$ cat config.mk
export PLATFORM = sky130hd
export DESIGN_NAME = can_motor_command_framer_top
export DESIGN_NICKNAME = d
export VERILOG_FILES = /design/src/cmf_pkg.sv /design/src/can_motor_command_framer_top.sv /design/src/cmf_scale.sv /design/src/cmf_track.sv /design/src/cmf_emit.sv
export SDC_FILE = /design/constraint.sdc
export NUM_CORES = 2
export LEC_CHECK = 0
export ABC_AREA = 1
export BUFFER_PORTS_ARGS = -buffer_cell sky130_fd_sc_hd__buf_2
export CAP_MARGIN = 10
export CORE_MARGIN = 2
export CORE_UTILIZATION = 55
export CTS_CLUSTER_DIAMETER = 80
export CTS_CLUSTER_SIZE = 14
export DETAILED_ROUTE_END_ITERATION = 10
export PLACE_DENSITY = 0.72
export SLEW_MARGIN = 20
export SYNTH_ARGS = -nofsm -noshare
export SYNTH_HDL_FRONTEND = slang
export SYNTH_SLANG_ARGS = --single-unit
$ cat constraint.sdc
create_clock -name clk_i -period 14.7 [get_ports clk_i]
set_input_delay 0.735 -clock clk_i [delete_from_list [all_inputs] [get_ports clk_i]]
set_output_delay 0.735 -clock clk_i [all_outputs]
set_load 0.01 [all_outputs]
$ cat src/cmf_pkg.sv
`timescale 1ns / 1ps

package cmf_pkg;

  // Bus layout: eight motor slots in two drive groups of four.
  localparam int unsigned MOTOR_SLOTS = 8;
  localparam int unsigned SLOT_W      = 3;
  localparam int unsigned GROUPS      = 2;
  localparam int unsigned GROUP_LANES = 4;

  // Default depth of the queue of pending frame bundles.
  localparam int unsigned BUNDLE_DEPTH_DEF = 4;

  // Scaling datapath widths.
  localparam int unsigned VALUE_W = 26;
  localparam int unsigned MAG_W   = 26;
  localparam int unsigned GAIN_W  = 23;
  localparam int unsigned PROD_W  = MAG_W + GAIN_W;
  localparam int unsigned RSUM_W  = PROD_W + 1;
  localparam int unsigned RND_W   = RSUM_W - 32;
  localparam int unsigned LIMIT_W = 14;
  localparam int unsigned SP_W    = 16;

  // Incoming command codes.
  typedef enum logic [2:0] {
    CMD_IDLE     = 3'd0,
    CMD_POSITION = 3'd1,
    CMD_VELOCITY = 3'd2,
    CMD_CURRENT  = 3'd3,
    CMD_MIT      = 3'd4,
    CMD_VOLTAGE  = 3'd5
  } cmd_e;

  // Drive mode codes as the motor controller knows them.
  typedef enum logic [2:0] {
    HW_VOLTAGE  = 3'd0,
    HW_MIT      = 3'd1,
    HW_CURRENT  = 3'd2,
    HW_VELOCITY = 3'd3,
    HW_POSITION = 3'd4
  } hw_mode_e;

  // Frame identifiers.
  localparam logic [10:0] ID_STATE    = 11'h038;
  localparam logic [10:0] ID_PARAM    = 11'h036;
  localparam logic [10:0] ID_REPORT   = 11'h034;
  localparam logic [10:0] ID_DRIVE_LO = 11'h032;
  localparam logic [10:0] ID_DRIVE_HI = 11'h033;

  // Gains in Q16 and setpoint limits per mode.
  localparam logic [GAIN_W-1:0]  GAIN_POSITION  = 23'd1043038;
  localparam logic [GAIN_W-1:0]  GAIN_VELOCITY  = 23'd6258227;
  localparam logic [GAIN_W-1:0]  GAIN_HUNDRED   = 23'd6553600;
  localparam logic [LIMIT_W-1:0] LIMIT_POSITION = 14'd5000;
  localparam logic [LIMIT_W-1:0] LIMIT_VELOCITY = 14'd16000;
  localparam logic [LIMIT_W-1:0] LIMIT_CURRENT  = 14'd7500;
  localparam logic [LIMIT_W-1:0] LIMIT_VOLTAGE  = 14'd4800;

  // Frame kinds of one command, in the order they go out.
  localparam int unsigned KIND_DISABLE = 0;
  localparam int unsigned KIND_PARAM   = 1;
  localparam int unsigned KIND_REPORT  = 2;
  localparam int unsigned KIND_ENABLE  = 3;
  localparam int unsigned KIND_DRIVE   = 4;
  localparam int unsigned NUM_KINDS    = 5;

  // A scaled command leaving the arithmetic pipeline.
  typedef struct packed {
    logic              valid;
    logic [SLOT_W-1:0] slot;
    logic [2:0]        cmd;
    logic [SP_W-1:0]   sp;
  } scaled_t;

  // Everything needed to build the frames of one command.
  typedef struct packed {
    logic [SLOT_W-1:0]    slot;
    hw_mode_e             mode;
    logic                 report_on;
    logic [NUM_KINDS-1:0] kinds;
    logic                 group;
    logic [63:0]          drive_word;
  } bundle_t;

  function automatic logic [GAIN_W-1:0] gain_of(input logic [2:0] cmd);
    case (cmd)
      CMD_VELOCITY: gain_of = GAIN_VELOCITY;
      CMD_CURRENT:  gain_of = GAIN_HUNDRED;
      CMD_VOLTAGE:  gain_of = GAIN_HUNDRED;
      CMD_MIT:      gain_of = '0;
      default:      gain_of = GAIN_POSITION;
    endcase
  endfunction

  function automatic logic [LIMIT_W-1:0] limit_of(input logic [2:0] cmd);
    case (cmd)
      CMD_VELOCITY: limit_of = LIMIT_VELOCITY;
      CMD_CURRENT:  limit_of = LIMIT_CURRENT;
      CMD_VOLTAGE:  limit_of = LIMIT_VOLTAGE;
      CMD_MIT:      limit_of = '0;
      default:      limit_of = LIMIT_POSITION;
    endcase
  endfunction

  function automatic hw_mode_e hw_of(input logic [2:0] cmd);
    case (cmd)
      CMD_VELOCITY: hw_of = HW_VELOCITY;
      CMD_CURRENT:  hw_of = HW_CURRENT;
      CMD_MIT:      hw_of = HW_MIT;
      CMD_VOLTAGE:  hw_of = HW_VOLTAGE;
      default:      hw_of = HW_POSITION;
    endcase
  endfunction

endpackage

$ cat src/can_motor_command_framer_top.sv
`timescale 1ns / 1ps
// Channel  | Direction | Handshake               | Content
// ---------+-----------+-------------------------+----------------------------------------
// command  | in        | in_valid_i / in_stall_o | motor_i, command_mode_i, command_value_i
// frame    | out       | out_valid_o/out_stall_i | can_id_o, payload_o, last_o
// config   | in        | cfg_valid_i/cfg_ready_o | cfg_data_i (present-motor mask)
//
// A command is taken in every cycle while the bundle queue has room.
// Its frames pass through three arithmetic stages, then the queue and the
// current-bundle register, and go out one per cycle: zero to five per command.
// The output port, one frame per cycle, sets the sustained rate.
// Reset sets all control state at once, motors enabled; no clearing pass is needed.
// A stalled output holds its frame; a full queue stalls the command channel.

module can_motor_command_framer_top import cmf_pkg::*; #(
  parameter int unsigned BUNDLE_DEPTH = BUNDLE_DEPTH_DEF
) (
  input  logic                      clk_i,
  input  logic                      rst_ni,
  input  logic                      in_valid_i,
  output logic                      in_stall_o,
  input  logic [SLOT_W-1:0]         motor_i,
  input  logic [2:0]                command_mode_i,
  input  logic signed [VALUE_W-1:0] command_value_i,
  output logic                      out_valid_o,
  input  logic                      out_stall_i,
  output logic [10:0]               can_id_o,
  output logic [63:0]               payload_o,
  output logic                      last_o,
  input  logic                      cfg_valid_i,
  output logic                      cfg_ready_o,
  input  logic [7:0]                cfg_data_i
);

  logic    adv;
  logic    full;
  logic    push;
  scaled_t scaled;
  bundle_t bundle;

  // The whole pipeline moves together while the queue can take a bundle.
  assign adv         = !full;
  assign in_stall_o  = full;
  assign cfg_ready_o = 1'b1;

  cmf_scale u_scale (
    .clk_i           (clk_i),
    .rst_ni          (rst_ni),
    .adv_i           (adv),
    .in_valid_i      (in_valid_i),
    .motor_i         (motor_i),
    .command_mode_i  (command_mode_i),
    .command_value_i (command_value_i),
    .scaled_o        (scaled)
  );

  cmf_track u_track (
    .clk_i      (clk_i),
    .rst_ni     (rst_ni),
    .adv_i      (adv),
    .scaled_i   (scaled),
    .cfg_we_i   (cfg_valid_i && cfg_ready_o),
    .cfg_data_i (cfg_data_i),
    .push_o     (push),
    .bundle_o   (bundle)
  );

  cmf_emit #(
    .BUNDLE_DEPTH (BUNDLE_DEPTH)
  ) u_emit (
    .clk_i       (clk_i),
    .rst_ni      (rst_ni),
    .push_i      (push),
    .bundle_i    (bundle),
    .full_o      (full),
    .out_valid_o (out_valid_o),
    .out_stall_i (out_stall_i),
    .can_id_o    (can_id_o),
    .payload_o   (payload_o),
    .last_o      (last_o)
  );

endmodule

$ cat src/cmf_scale.sv
`timescale 1ns / 1ps

module cmf_scale import cmf_pkg::*; (
  input  logic                      clk_i,
  input  logic                      rst_ni,
  input  logic                      adv_i,
  input  logic                      in_valid_i,
  input  logic [SLOT_W-1:0]         motor_i,
  input  logic [2:0]                command_mode_i,
  input  logic signed [VALUE_W-1:0] command_value_i,
  output scaled_t                   scaled_o
);

  // Stage one: take the magnitude and sign of the raw value.
  logic              s1_valid_q;
  logic [SLOT_W-1:0] s1_slot_q;
  logic [2:0]        s1_cmd_q;
  logic              s1_neg_q;
  logic [MAG_W-1:0]  s1_mag_q;
  logic              s1_neg_d;
  logic [MAG_W-1:0]  s1_mag_d;

  always_comb begin
    s1_neg_d = command_value_i[VALUE_W-1];
    s1_mag_d = s1_neg_d ? (~$unsigned(command_value_i) + MAG_W'(1))
                        : $unsigned(command_value_i);
  end

  always_ff @(posedge clk_i or negedge rst_ni) begin
    if (!rst_ni) begin
      s1_valid_q <= 1'b0;
    end else if (adv_i) begin
      s1_valid_q <= in_valid_i;
    end
  end

  always_ff @(posedge clk_i) begin
    if (adv_i) begin
      s1_slot_q <= motor_i;
      s1_cmd_q  <= command_mode_i;
      s1_neg_q  <= s1_neg_d;
      s1_mag_q  <= s1_mag_d;
    end
  end

  // Stage two: multiply the magnitude by the gain of the mode.
  logic              s2_valid_q;
  logic [SLOT_W-1:0] s2_slot_q;
  logic [2:0]        s2_cmd_q;
  logic              s2_neg_q;
  logic [PROD_W-1:0] s2_prod_q;
  logic [PROD_W-1:0] s2_prod_d;

  assign s2_prod_d = PROD_W'(s1_mag_q) * PROD_W'(gain_of(s1_cmd_q));

  always_ff @(posedge clk_i or negedge rst_ni) begin
    if (!rst_ni) begin
      s2_valid_q <= 1'b0;
    end else if (adv_i) begin
      s2_valid_q <= s1_valid_q;
    end
  end

  always_ff @(posedge clk_i) begin
    if (adv_i) begin
      s2_slot_q <= s1_slot_q;
      s2_cmd_q  <= s1_cmd_q;
      s2_neg_q  <= s1_neg_q;
      s2_prod_q <= s2_prod_d;
    end
  end

  // Stage three: round half away from zero, clamp, then restore the sign.
  logic              s3_valid_q;
  logic [SLOT_W-1:0] s3_slot_q;
  logic [2:0]        s3_cmd_q;
  logic [SP_W-1:0]   s3_sp_q;
  logic [RSUM_W-1:0] rsum;
  logic [RND_W-1:0]  rounded;
  logic [LIMIT_W-1:0] limit;
  logic [LIMIT_W-1:0] clamped;
  logic [SP_W-1:0]   s3_sp_d;

  always_comb begin
    rsum    = RSUM_W'(s2_prod_q) + (RSUM_W'(1) << 31);
    rounded = rsum[RSUM_W-1:32];
    limit   = limit_of(s2_cmd_q);
    clamped = (rounded > RND_W'(limit)) ? limit : rounded[LIMIT_W-1:0];
    s3_sp_d = s2_neg_q ? (SP_W'(0) - SP_W'(clamped)) : SP_W'(clamped);
  end

  always_ff @(posedge clk_i or negedge rst_ni) begin
    if (!rst_ni) begin
      s3_valid_q <= 1'b0;
    end else if (adv_i) begin
      s3_valid_q <= s2_valid_q;
    end
  end

  always_ff @(posedge clk_i) begin
    if (adv_i) begin
      s3_slot_q <= s2_slot_q;
      s3_cmd_q  <= s2_cmd_q;
      s3_sp_q   <= s3_sp_d;
    end
  end

  assign scaled_o = '{valid: s3_valid_q, slot: s3_slot_q, cmd: s3_cmd_q, sp: s3_sp_q};

endmodule

$ cat src/cmf_track.sv
`timescale 1ns / 1ps

module cmf_track import cmf_pkg::*; (
  input  logic       clk_i,
  input  logic       rst_ni,
  input  logic       adv_i,
  input  scaled_t    scaled_i,
  input  logic       cfg_we_i,
  input  logic [7:0] cfg_data_i,
  output logic       push_o,
  output bundle_t    bundle_o
);

  // Per-motor state, setpoint rows per group and the present-motor mask.
  hw_mode_e                  mode_q [MOTOR_SLOTS];
  hw_mode_e                  mode_d [MOTOR_SLOTS];
  logic [MOTOR_SLOTS-1:0]    en_q;
  logic [MOTOR_SLOTS-1:0]    en_d;
  logic [63:0]               row_q [GROUPS];
  logic [63:0]               row_d [GROUPS];
  logic [MOTOR_SLOTS-1:0]    upd_q;
  logic [MOTOR_SLOTS-1:0]    upd_d;
  logic [MOTOR_SLOTS-1:0]    cfg_q;

  logic                      grp;
  logic [1:0]                lane;
  hw_mode_e                  old_mode;
  hw_mode_e                  new_mode;
  logic                      idle;
  logic                      changed;
  logic [63:0]               row_new;
  logic [MOTOR_SLOTS-1:0]    mask_set;
  logic [MOTOR_SLOTS-1:0]    gmask;
  logic [MOTOR_SLOTS-1:0]    target;
  logic                      drive;
  logic [NUM_KINDS-1:0]      kinds;
  logic                      take;

  // Decide which frames this command causes.
  always_comb begin
    grp      = scaled_i.slot[SLOT_W-1];
    lane     = scaled_i.slot[1:0];
    old_mode = mode_q[scaled_i.slot];
    new_mode = hw_of(scaled_i.cmd);
    idle     = (scaled_i.cmd == CMD_IDLE);
    changed  = (new_mode != old_mode);

    row_new = row_q[grp];
    for (int i = 0; i < GROUP_LANES; i++) begin
      if (2'(i) == lane) begin
        row_new[SP_W*(GROUP_LANES-1-i) +: SP_W] = scaled_i.sp;
      end
    end

    mask_set = upd_q | (MOTOR_SLOTS'(1) << scaled_i.slot);
    gmask    = grp ? 8'hF0 : 8'h0F;
    target   = cfg_q & gmask;
    drive    = (target != '0) && ((mask_set & gmask) == target);

    kinds = '0;
    if (idle) begin
      kinds[KIND_DISABLE] = en_q[scaled_i.slot];
    end else begin
      kinds[KIND_DISABLE] = changed;
      kinds[KIND_PARAM]   = changed;
      kinds[KIND_REPORT]  = changed && (new_mode == HW_VOLTAGE || old_mode == HW_VOLTAGE);
      kinds[KIND_ENABLE]  = changed || !en_q[scaled_i.slot];
      kinds[KIND_DRIVE]   = drive;
    end

    take   = adv_i && scaled_i.valid;
    push_o = take && (kinds != '0);

    bundle_o.slot       = scaled_i.slot;
    bundle_o.mode       = new_mode;
    bundle_o.report_on  = (new_mode == HW_VOLTAGE);
    bundle_o.kinds      = kinds;
    bundle_o.group      = grp;
    bundle_o.drive_word = row_new;
  end

  // Next state of the per-motor records.
  always_comb begin
    mode_d = mode_q;
    en_d   = en_q;
    row_d  = row_q;
    upd_d  = upd_q;
    if (take) begin
      if (idle) begin
        en_d[scaled_i.slot] = 1'b0;
      end else begin
        mode_d[scaled_i.slot] = new_mode;
        en_d[scaled_i.slot]   = 1'b1;
        row_d[grp]            = row_new;
        upd_d                 = drive ? (mask_set & ~gmask) : mask_set;
      end
    end
  end

  always_ff @(posedge clk_i or negedge rst_ni) begin
    if (!rst_ni) begin
      for (int i = 0; i < MOTOR_SLOTS; i++) begin
        mode_q[i] <= HW_POSITION;
      end
      for (int g = 0; g < GROUPS; g++) begin
        row_q[g] <= '0;
      end
      en_q  <= '1;
      upd_q <= '0;
    end else begin
      mode_q <= mode_d;
      en_q   <= en_d;
      row_q  <= row_d;
      upd_q  <= upd_d;
    end
  end

  // Present-motor register.
  always_ff @(posedge clk_i or negedge rst_ni) begin
    if (!rst_ni) begin
      cfg_q <= '0;
    end else if (cfg_we_i) begin
      cfg_q <= cfg_data_i;
    end
  end

endmodule

$ cat src/cmf_emit.sv
`timescale 1ns / 1ps

module cmf_emit import cmf_pkg::*; #(
  parameter int unsigned BUNDLE_DEPTH = BUNDLE_DEPTH_DEF
) (
  input  logic        clk_i,
  input  logic        rst_ni,
  input  logic        push_i,
  input  bundle_t     bundle_i,
  output logic        full_o,
  output logic        out_valid_o,
  input  logic        out_stall_i,
  output logic [10:0] can_id_o,
  output logic [63:0] payload_o,
  output logic        last_o
);

  localparam int unsigned PTR_W = (BUNDLE_DEPTH > 1) ? $clog2(BUNDLE_DEPTH) : 1;
  localparam int unsigned CNT_W = $clog2(BUNDLE_DEPTH + 1);

  localparam logic [7:0] STATE_DISABLE = 8'h01;
  localparam logic [7:0] STATE_ENABLE  = 8'h02;
  localparam logic [7:0] PARAM_MODE    = 8'h1C;
  localparam logic [7:0] REPORT_PERIOD = 8'd10;

  function automatic logic [63:0] state_word(input logic [SLOT_W-1:0] slot,
                                             input logic [7:0] code);
    logic [63:0] w;
    w = '0;
    for (int i = 0; i < MOTOR_SLOTS; i++) begin
      if (SLOT_W'(i) == slot) begin
        w[8*(MOTOR_SLOTS-1-i) +: 8] = code;
      end
    end
    return w;
  endfunction

  // Bundle queue.
  bundle_t              mem_q [BUNDLE_DEPTH];
  logic [PTR_W-1:0]     wr_ptr_q;
  logic [PTR_W-1:0]     rd_ptr_q;
  logic [CNT_W-1:0]     cnt_q;
  logic [CNT_W-1:0]     cnt_d;

  // Bundle being sent and the frame kinds it still owes.
  bundle_t              cur_q;
  logic [NUM_KINDS-1:0] kinds_q;
  logic [NUM_KINDS-1:0] pick;
  logic [NUM_KINDS-1:0] rest;
  logic                 fire;
  logic                 pop;
  logic [7:0]           bus_id;

  assign full_o = (cnt_q == CNT_W'(BUNDLE_DEPTH));

  // Frame sequencing: lowest owed kind goes first.
  always_comb begin
    pick        = kinds_q & (~kinds_q + NUM_KINDS'(1));
    rest        = kinds_q & ~pick;
    out_valid_o = (kinds_q != '0);
    last_o      = (rest == '0);
    fire        = out_valid_o && !out_stall_i;
    pop         = ((kinds_q == '0) || (fire && rest == '0)) && (cnt_q != '0);
    cnt_d       = cnt_q + CNT_W'(push_i) - CNT_W'(pop);
  end

  // Frame contents.
  always_comb begin
    bus_id = 8'(cur_q.slot) + 8'd1;
    if (pick[KIND_DRIVE]) begin
      can_id_o  = cur_q.group ? ID_DRIVE_HI : ID_DRIVE_LO;
      payload_o = cur_q.drive_word;
    end else if (pick[KIND_PARAM]) begin
      can_id_o  = ID_PARAM;
      payload_o = {bus_id, PARAM_MODE, 5'b0, cur_q.mode, 40'b0};
    end else if (pick[KIND_REPORT]) begin
      can_id_o  = ID_REPORT;
      payload_o = {bus_id, 7'b0, cur_q.report_on, REPORT_PERIOD,
                   8'h01, 8'h03, 8'h0D, 8'h0A, 8'h00};
    end else if (pick[KIND_ENABLE]) begin
      can_id_o  = ID_STATE;
      payload_o = state_word(cur_q.slot, STATE_ENABLE);
    end else begin
      can_id_o  = ID_STATE;
      payload_o = state_word(cur_q.slot, STATE_DISABLE);
    end
  end

  // Pointers, fill count and the owed kinds; a new bundle is read when the
  // current one is finished or absent.
  always_ff @(posedge clk_i or negedge rst_ni) begin
    if (!rst_ni) begin
      wr_ptr_q <= '0;
      rd_ptr_q <= '0;
      cnt_q    <= '0;
      kinds_q  <= '0;
    end else begin
      if (push_i) begin
        wr_ptr_q <= (wr_ptr_q == PTR_W'(BUNDLE_DEPTH - 1)) ? '0 : wr_ptr_q + PTR_W'(1);
      end
      if (pop) begin
        rd_ptr_q <= (rd_ptr_q == PTR_W'(BUNDLE_DEPTH - 1)) ? '0 : rd_ptr_q + PTR_W'(1);
      end
      cnt_q <= cnt_d;
      if (pop) begin
        kinds_q <= mem_q[rd_ptr_q].kinds;
      end else if (fire) begin
        kinds_q <= rest;
      end
    end
  end

  always_ff @(posedge clk_i) begin
    if (push_i) begin
      mem_q[wr_ptr_q] <= bundle_i;
    end
    if (pop) begin
      cur_q <= mem_q[rd_ptr_q];
    end
  end

endmodule

==> metrics.txt <==
Final HPWL DP 81.38 mm; number of clock sinks 645; initial antenna violation count 0; Post-CTS Repair Setup Buffers 0; maxcap violations 0; RSZ-0062 raised after global routing false; clock transition at the registers of the reported paths roughly 70 ps; worst path arrival time a little over 9000 ps; delay of the slowest critical-path stage 830 ps; sequential share of the synthesized area 41.94%; layout cells sized above 1 7.114%; minimum clock period 8910 ps; relative slew slack 27.57%; initial DRC count 3096; final clock skew 36.94 ps; row cnt 103; Max Root-Sink Buffers 3; CTS tree done; Final WS setup 5790 ps; Final setup viols 0; Detailed Routing Iterations Pass 1 8; Yosys reg bits 645; via count a little over 30k; FMAX 0.1122 GHz; Num CTS Buffers 54; Synth Instances 4353; Vias/cell between 5 and 6; Port Buf Inserts roughly 120; diode count 0; classification of the worst setup path flip-flop to flip-flop; R2R cell count 30; Placer Congestion 0.9532; Final Core Density 59.80%; root buffer cell clkbuf_16; crit share post-route 60.61%; grt ovf 0; number of remaining DRC errors 0; Crit-path slowest cell clkinv_1; cell area after layout roughly 47000 sq um; post-synth cell types just over 60; status finished clean; max-slew violations 0; Area after DPL 45570 sq um; All-Layer GR Usage 27.95%; num ports 124; post_cts resized 0; worst min path class input port to async pin; Initial Util a little under three fifths; Detail Route Antenna Nets 0; largest net degree at the start of global routing around 110; Yosys top cell by area edfxtp_1; most frequent cell after synthesis inv_1; fraction of registers with async set/reset 29.61%; final hold vios 0; # nets final 5161; hold-fix buffers at CTS 0; Startpoint Class flip-flop; EDFF count, synth 454; Cell Area, Synth ~44000 sq um; Area growth syn-to-layout 7.475%; Top FF cell, synth edfxtp_1; pre-CTS worst setup slack 5823 ps; Core ar. 79000 sq um; H-Tree Depth 2; first-pass GRT wire length 175.4 mm; total wire length about 110 mm; CP Max Fanout 27; main area contributors after synthesis edfxtp_1 31%, fa_1 20%, dfrtp_1 10%; die area between 80000 and 90000 sq um; most frequent cells after synthesis 875 x inv_1, 622 x nand2_1, 454 x edfxtp_1; Wirelength per Cell 20.22 um; Yosys top cell area share a little under a third; Syn. warnings 0; die height 286.7 um; Avg Synthesized Cell Area 10.10 sq um; die width 286.7 um; crit end category flip-flop; Slew @ Worst Pin 1086 ps; setup_tns 0 ps; WP data required approximately 15000 ps; vias in the first global route slightly above 30k; clock latency on the worst-skew pair ~640 ps
[cells in the final DEF (no fill, tap or decap), types with 8 or more instances in the layout]
cell         n
clkbuf_1    38
mux2_2       9
dfstp_2     16
buf_4       33
a21o_1       9
nand3_1     48
nor4_1      15
nor2_2      11
conb_1       8
xnor2_1     17
nor3_1      12
o21ai_0    389
a21oi_1    181
buf_2      114
a31oi_1     12
ha_1       243
nand2_2     18
nor2_4      12
clkbuf_16   55
dfrtp_1    173
fa_1       449
nor2_1     390
inv_1      872
o22ai_1     77
edfxtp_1   454
nand2_1    621
nand4_1     32
xor2_1      46
[stage by stage]
step | cells | hold WS [ps]
CTS | 5519 | 56.71
global route | 5520 | 46.58
global placement | 5417 | 404.2
detailed placement | 5417 | 406.5
finish | 5520 | 30.15
floorplan | 4359 | 400.3
[path summary, 6_finish.rpt]
kind	slack, ps	end	from
setup reg to reg	5790	u_scale.s2_prod_q[46]	u_scale.s1_cmd_q[1]
hold / removal	30	u_scale.s1_valid_q	rst_ni
max in group asynchronous	13180	u_emit.rd_ptr_q[0]	rst_ni
hold reg to reg	420	u_scale.s2_slot_q[1]	u_scale.s1_slot_q[1]
setup / recovery	5790	u_scale.s2_prod_q[46]	u_scale.s1_cmd_q[1]
min in group clk_i	280	u_scale.s1_slot_q[2]	motor_i[2]
[area by class of cell]
class,count,area [sq um]
fill,6549,31760
sequential,645,18440
inverter,887,3338
clock inverter,7,93.84
multi-input combinational,2687,21650
timing repair buffer,149,859.6
clock buffer,95,1546
tap,1050,1314
[state kept, by name, summed over array words and instances, names as in the netlist, 2 cells and up, named ones only]
name	flops
u_track.mode_q	24
u_scale.s2_prod_q	18
u_emit.rd_ptr_q	2
u_emit.cur_q	71
u_emit.mem_q	304
u_emit.cnt_q	3
u_emit.wr_ptr_q	2
u_emit.kinds_q	5
u_track.cfg_q	8
u_scale.s3_cmd_q	3
u_scale.s2_cmd_q	3
u_scale.s1_slot_q	3
u_scale.s3_slot_q	3
u_track.row_q	128
u_scale.s3_sp_q	15
u_track.upd_q	8
u_scale.s2_slot_q	3
u_scale.s1_cmd_q	3
u_scale.s1_mag_q	26
[layer usage]
metal	share of wire [%]	global-route usage [%]	routed length, um
met1	42	38.63	46600
met2	48	46.23	53560
met3	6.6	2.941	7396
met4	3.6	10.12	4039
met5	0	0	0
[worst max-delay path: cells and delay by family, from the launching register on]
family	cells	cell delay (ps)
XOR/XNOR	1	70
adder cells (fa/ha/maj)	8	3870
buffers and inverters	9	1650
flip-flops	1	380
AND/OR/NAND/NOR	12	2660
[cell families after synthesis]
group,synth area share (%)
AND/OR/NAND/NOR,11.26
flip-flops,41.94
multiplexers,0.2306
buffers and inverters,8.967
AO/OA/AOI/OAI,8.970
adder cells (fa/ha/maj),27.37
XOR/XNOR,1.255
other,0.01709
Power is not shown: default switching activity piles up to over one toggle a cycle in this logic, so the estimate is an artifact.
